## config.mk

```make
export PLATFORM = sky130hd
export DESIGN_NAME = scaled_exponential_lowpass
export DESIGN_NICKNAME = d
export VERILOG_FILES = /design/src/hdl/selp_pkg.sv /design/src/hdl/scaled_exponential_lowpass.sv
export SDC_FILE = /design/constraint.sdc
export NUM_CORES = 1
export LEC_CHECK = 0
export ABC_CLOCK_PERIOD_IN_PS = 8300
export BUFFER_PORTS_ARGS = -buffer_cell sky130_fd_sc_hd__buf_4
export CAP_MARGIN = 30
export CORE_MARGIN = 1.5
export CORE_UTILIZATION = 59
export DETAILED_ROUTE_END_ITERATION = 8
export MAX_ROUTING_LAYER = met4
export PLACE_DENSITY_LB_ADDON = 0.15
export SYNTH_ARGS = -nofsm -noshare
export SYNTH_HDL_FRONTEND = slang
export SYNTH_SLANG_ARGS = --single-unit
```

## constraint.sdc

```tcl
create_clock -name clk -period 8.3 [get_ports clk]
set_input_delay 0.83 -clock clk [delete_from_list [all_inputs] [get_ports clk]]
set_output_delay 0.83 -clock clk [all_outputs]
set_load 0.1 [all_outputs]
```

## src/hdl/selp_pkg.sv

```systemverilog
// Shared types and constants for the scaled exponential low-pass filter.
// No dependencies.
package selp_pkg;

  localparam int unsigned SCALE       = 1000;
  localparam int unsigned WEIGHT_BITS = 10;
  localparam int unsigned DVSR_W      = WEIGHT_BITS + 1;

  typedef enum logic [4:0] {
    ST_IDLE = 5'b00001,
    ST_MUL  = 5'b00010,
    ST_DIV1 = 5'b00100,
    ST_DIV2 = 5'b01000,
    ST_FIN  = 5'b10000
  } state_t;

  typedef struct packed {
    logic [DVSR_W-1:0] rem;
    logic              qbit;
  } div_step_t;

endpackage

```

## src/hdl/scaled_exponential_lowpass.sv

```systemverilog
// Scaled exponential low-pass filter: top level with its sequencer and shared divider.
// Depends on selp_pkg.
//
// Each sample word updates a running value kept at 1000 times the sample scale:
// new = (w * old + 1000 * sample) / (w + 1), truncated, and the block returns
// new / 1000, truncated. The weight w (0..1023) is written through
// smoothing_weight_we / smoothing_weight; the user must do so only while the block
// is idle, as the block does not enforce it. w = 0 passes samples straight through.
// Per sample, the ST_MUL state forms the product term, then a single radix-4
// restoring divider runs twice, first by w + 1 and then by 1000, two quotient bits
// per cycle, and the ST_FIN state loads the output register once it is free.
// sample_ready is high only while the sequencer is idle; a finished word waits
// in the output register while the next sample is taken.
module scaled_exponential_lowpass #(
  parameter int SAMPLE_BITS = 16
) (
  input  logic                              clk,
  input  logic                              rst,
  input  logic                              smoothing_weight_we,
  input  logic [selp_pkg::WEIGHT_BITS-1:0]  smoothing_weight,
  input  logic                              sample_valid,
  output logic                              sample_ready,
  input  logic [SAMPLE_BITS-1:0]            sample,
  output logic                              filtered_valid,
  input  logic                              filtered_ready,
  output logic [SAMPLE_BITS-1:0]            filtered
);
  import selp_pkg::*;

  localparam int RV_W   = SAMPLE_BITS + 10;
  localparam int ACC_W  = SAMPLE_BITS + 21;
  localparam int DIV_W  = ACC_W + (ACC_W % 2);
  localparam int STEPS  = DIV_W / 2;
  localparam int CNT_W  = $clog2(STEPS);
  localparam longint RV_MAX = longint'(SCALE) * ((longint'(1) << SAMPLE_BITS) - 1);

  state_t                   state;
  logic [WEIGHT_BITS-1:0]   weight;
  logic [RV_W-1:0]          running_value;
  logic [SAMPLE_BITS-1:0]   sample_q;
  logic [DIV_W-1:0]         quo;
  logic [DVSR_W-1:0]        rem;
  logic [DVSR_W-1:0]        divisor;
  logic [CNT_W-1:0]         cnt;

  logic [ACC_W-1:0]         acc;
  logic [DIV_W-1:0]         quo_next;
  div_step_t                step1;
  div_step_t                step2;
  logic                     last_step;
  logic                     out_free;

  function automatic div_step_t div_step(input logic [DVSR_W-1:0] r_in,
                                         input logic              bit_in,
                                         input logic [DVSR_W-1:0] d);
    logic [DVSR_W:0] shifted;
    div_step_t       res;
    shifted = {r_in, bit_in};
    if (shifted >= {1'b0, d}) begin
      res.rem  = DVSR_W'(shifted - {1'b0, d});
      res.qbit = 1'b1;
    end else begin
      res.rem  = shifted[DVSR_W-1:0];
      res.qbit = 1'b0;
    end
    return res;
  endfunction

  assign acc = ACC_W'(weight) * ACC_W'(running_value)
             + ACC_W'(SCALE) * ACC_W'(sample_q);

  always_comb begin
    step1    = div_step(rem, quo[DIV_W-1], divisor);
    step2    = div_step(step1.rem, quo[DIV_W-2], divisor);
    quo_next = {quo[DIV_W-3:0], step1.qbit, step2.qbit};
  end

  assign last_step    = (cnt == CNT_W'(STEPS - 1));
  assign out_free     = !filtered_valid || filtered_ready;
  assign sample_ready = (state == ST_IDLE);

  always_ff @(posedge clk) begin
    if (rst) begin
      weight <= '0;
    end else if (smoothing_weight_we) begin
      weight <= smoothing_weight;
    end
  end

  always_ff @(posedge clk) begin
    if (rst) begin
      state          <= ST_IDLE;
      running_value  <= '0;
      filtered_valid <= 1'b0;
    end else begin
      if (state == ST_FIN && out_free) begin
        filtered_valid <= 1'b1;
      end else if (filtered_ready) begin
        filtered_valid <= 1'b0;
      end
      case (state)
        ST_IDLE: begin
          if (sample_valid) begin
            state <= ST_MUL;
          end
        end
        ST_MUL: begin
          state <= ST_DIV1;
        end
        ST_DIV1: begin
          if (last_step) begin
            running_value <= quo_next[RV_W-1:0];
            state         <= ST_DIV2;
          end
        end
        ST_DIV2: begin
          if (last_step) begin
            state <= ST_FIN;
          end
        end
        ST_FIN: begin
          if (out_free) begin
            state <= ST_IDLE;
          end
        end
        default: begin
          state <= ST_IDLE;
        end
      endcase
    end
  end

  always_ff @(posedge clk) begin
    case (state)
      ST_IDLE: begin
        if (sample_valid) begin
          sample_q <= sample;
        end
      end
      ST_MUL: begin
        quo     <= DIV_W'(acc);
        rem     <= '0;
        divisor <= DVSR_W'(weight) + DVSR_W'(1);
        cnt     <= '0;
      end
      ST_DIV1: begin
        if (last_step) begin
          quo     <= DIV_W'(quo_next[RV_W-1:0]);
          rem     <= '0;
          divisor <= DVSR_W'(SCALE);
          cnt     <= '0;
        end else begin
          quo <= quo_next;
          rem <= step2.rem;
          cnt <= cnt + CNT_W'(1);
        end
      end
      ST_DIV2: begin
        quo <= quo_next;
        rem <= step2.rem;
        cnt <= cnt + CNT_W'(1);
      end
      ST_FIN: begin
        if (out_free) begin
          filtered <= quo[SAMPLE_BITS-1:0];
        end
      end
      default: begin
        cnt <= '0;
      end
    endcase
  end

`ifndef SYNTHESIS
  a_accept_starts_mul: assert property (@(posedge clk) disable iff (rst)
    sample_valid && sample_ready |=> state == ST_MUL)
    else $error("accepted word did not start the product step");

  a_rem_below_divisor: assert property (@(posedge clk) disable iff (rst)
    (state == ST_DIV1 || state == ST_DIV2) |-> rem < divisor)
    else $error("divider remainder not below divisor");

  a_divisor_nonzero: assert property (@(posedge clk) disable iff (rst)
    (state == ST_DIV1 || state == ST_DIV2) |-> divisor != '0)
    else $error("divider running with zero divisor");

  a_running_in_range: assert property (@(posedge clk) disable iff (rst)
    running_value <= RV_W'(RV_MAX))
    else $error("running value above scaled full range");
`endif

endmodule
```

==> impl_metrics.ini <==
[status]
status = complete, no violations

[synthesis]
syn_inst = 1918
yosys.area.top_type = fa_1
synth-seq-cells = 139
yosysTopAreaCellShare_pct = 30.3
ys.flop_type = edfxtp_1
yosysWarnings = 0
synth_top_cells_by_area = fa_1 (30%), edfxtp_1 (16%), ha_1 (11%)
netlist_area_mm2 = 0.0179
synth_edf_count = 97
avgSynthCellArea_um2 = 9.33
syn-num-nets = 2371
ys_seq_area_share_pct = 21.0
async_flop_share_pct = 0
synthDistinctLibCells = 71

[hold_path]
hold_class = flop to flop

[drt]
first_pass_iters = 5
wire_per_inst_um = 17.7
topRoutingLayerUsed = met4
vias = 13400
met1_length_um = 18400
drc = 0
totalWireLength_um = 41400
met3WireLength_um = 2020
drt_iter0_markers = 856
ant_nets = 0
vias_per_cell = 5.72
wl_met2_um = 20000

[cells_and_area]
fillCellCount = 2451
final_cell_mix = inv_1 (316), nand2_1 (286), fa_1 (270), ha_1 (144), and2_1 (106)
drive_above_1_share_pct = 9.10
regArea_mm2 = 0.00375
final_common_cell = inv_1
diodes = 0
area_growth_pct = 8.53
final_util_pct = 65.4
multi_input_area_mm2 = 0.0128
nNetsFinal = 2386

[placed_design]
hpwl_um = 32600
place_congestion = 0.908
port_buffers = 48
dp_slack_ns = 0.0469

[clock_network]
clk_pin_slew_ns = 0.07
cts_root_buffer = clkbuf_16
cts_tree = done
insertion_delay_ns = 0.43
cts_hold_buf = 0
cts.sinks = 139
cts_buffers = 17
htree_levels = 4
clockBufferDepth = 2

[worst_setup_path]
cpMaxStageDelayCell = fa_1
max_stage_delay_ns = 0.56
r2r_setup_slack_ns = 0.34
cp_data_required_time_ns = 8.47
crit_family = adder cells
end_kind = flop
path_class = flop to flop
critical_path.startpoint_type = flop
cp_max_fo = 5
worst-path-buf-inv = 7
worstPathArrival_ns = 8.13
path_common_cell = fa_1

[sta]
slew_viol_final = 0
skew_ns = 0.0162
post-route-min-period_ns = 7.96
relSlewSlack_pct = 33.1
setup_tns_ns = 0
layout_setup_ws_ns = 0.343
final-hold-violation-count = 0
fin_crit_sh_pct = 95.9
tightest_slew_ns = 1.00
setup_violations = 0
fmax_mhz = 126

[global_route]
grt_pass1_vias = 13700
antenna_found_initial = 0
grt_start_max_net_pins = 43
grt_pass1_wl_um = 69200
globalRouteTotalUtil_pct = 29.2
overflow = 0

[die]
start_util_pct = 60.2
io_pins = 49
rows = 63
die_h_um = 177
die_area_mm2 = 0.0314
core_area_mm2 = 0.0297
die-width_um = 177

[flow_run]
drv_cap = 0
==> cells by family (layout without fill, tap and decap cells) <==
family                   count (synthesis)  in the layout  share of synthesized area [%]
AND/OR/NAND/NOR                        594            594                           15.7
adder cells (fa/ha/maj)                422            422                           40.9
buffers and inverters                  406            434                           8.57
AO/OA/AOI/OAI                          279            279                           9.95
flip-flops                             139            139                           21.0
XOR/XNOR                                61             61                           2.98
multiplexers                            17             17                          0.985
==> repair_timing <==
action                                  4_1_cts  5_1_grt
endpoints found under the setup margin        0       14
resized for setup                             0       42
setup buffers                                 0        4
endpoints found under the hold margin         0        0
==> final timing paths <==
kind	startpoint	end	depth (start not counted)
worst max-delay path	sample_q[9]$_DFFE_PP_	quo[30]$_DFFE_PP_	29
worst min-delay path	quo[1]$_DFFE_PP_	filtered[1]$_DFFE_PP_	0
worst max register to register	sample_q[9]$_DFFE_PP_	quo[30]$_DFFE_PP_	29
worst min register to register	quo[1]$_DFFE_PP_	filtered[1]$_DFFE_PP_	0
==> final cells by class <==
type | instances | area share, %
clock buffer | 18 | 2.21
sequential | 139 | 19.3
clock inverter | 14 | 0.708
multi-input combinational | 1373 | 65.7
inverter | 323 | 6.28
tap | 390 | 2.51
timing repair buffer | 79 | 3.23
==> through the flow <==
stage	hold slack, ns	cell area, µm²	cells
2_1_floorplan	0.435	17900	1918
3_3_place_gp	0.472	18600	2297
3_5_place_dp	0.482	18700	2300
4_1_cts	0.494	19200	2332
5_1_grt	0.506	19400	2336
6_report	0.497	19400	2336
==> synth_stat cells (3+ instances only) <==
master / instances
a211oi_1: 14
a211oi_2: 3
a21boi_0: 4
a21o_1: 17
a21oi_1: 94
a21oi_2: 4
a221oi_1: 3
a31o_2: 6
a31oi_1: 4
and2_1: 106
and3_1: 6
buf_1: 3
buf_2: 3
clkbuf_1: 76
dfxtp_1: 42
edfxtp_1: 97
fa_1: 271
ha_1: 151
inv_1: 323
mux2_2: 5
mux2i_1: 12
nand2_1: 287
nand2b_1: 8
nand3_1: 34
nand3b_1: 3
nand4_1: 10
nand4b_1: 3
nor2_1: 69
nor2b_1: 12
nor3_1: 21
nor3b_1: 6
nor4_1: 4
o211ai_1: 4
o21a_1: 11
o21ai_0: 70
o21ai_1: 6
o21bai_1: 6
o221ai_1: 4
o311a_1: 3
o31ai_1: 3
or3_1: 13
xnor2_1: 33
xor2_1: 28
==> routing by layer <==
layer	global-route usage (%)	vias up
met2	47.0	360
met4	8.65	0
met5	-	-
met1	38.7	6736
li1	-	6200
met3	3.80	58
==> flip-flops by register name (all words and copies together), names as in the netlist <==
signal	count
divisor	11
rem	11
filtered_valid	1
running_value	26
sample_q	16
state	5
filtered	16
weight	10
quo	38
cnt	5
Power is not shown: default switching activity piles up to over one toggle a cycle in this logic, so the estimate is an artifact.
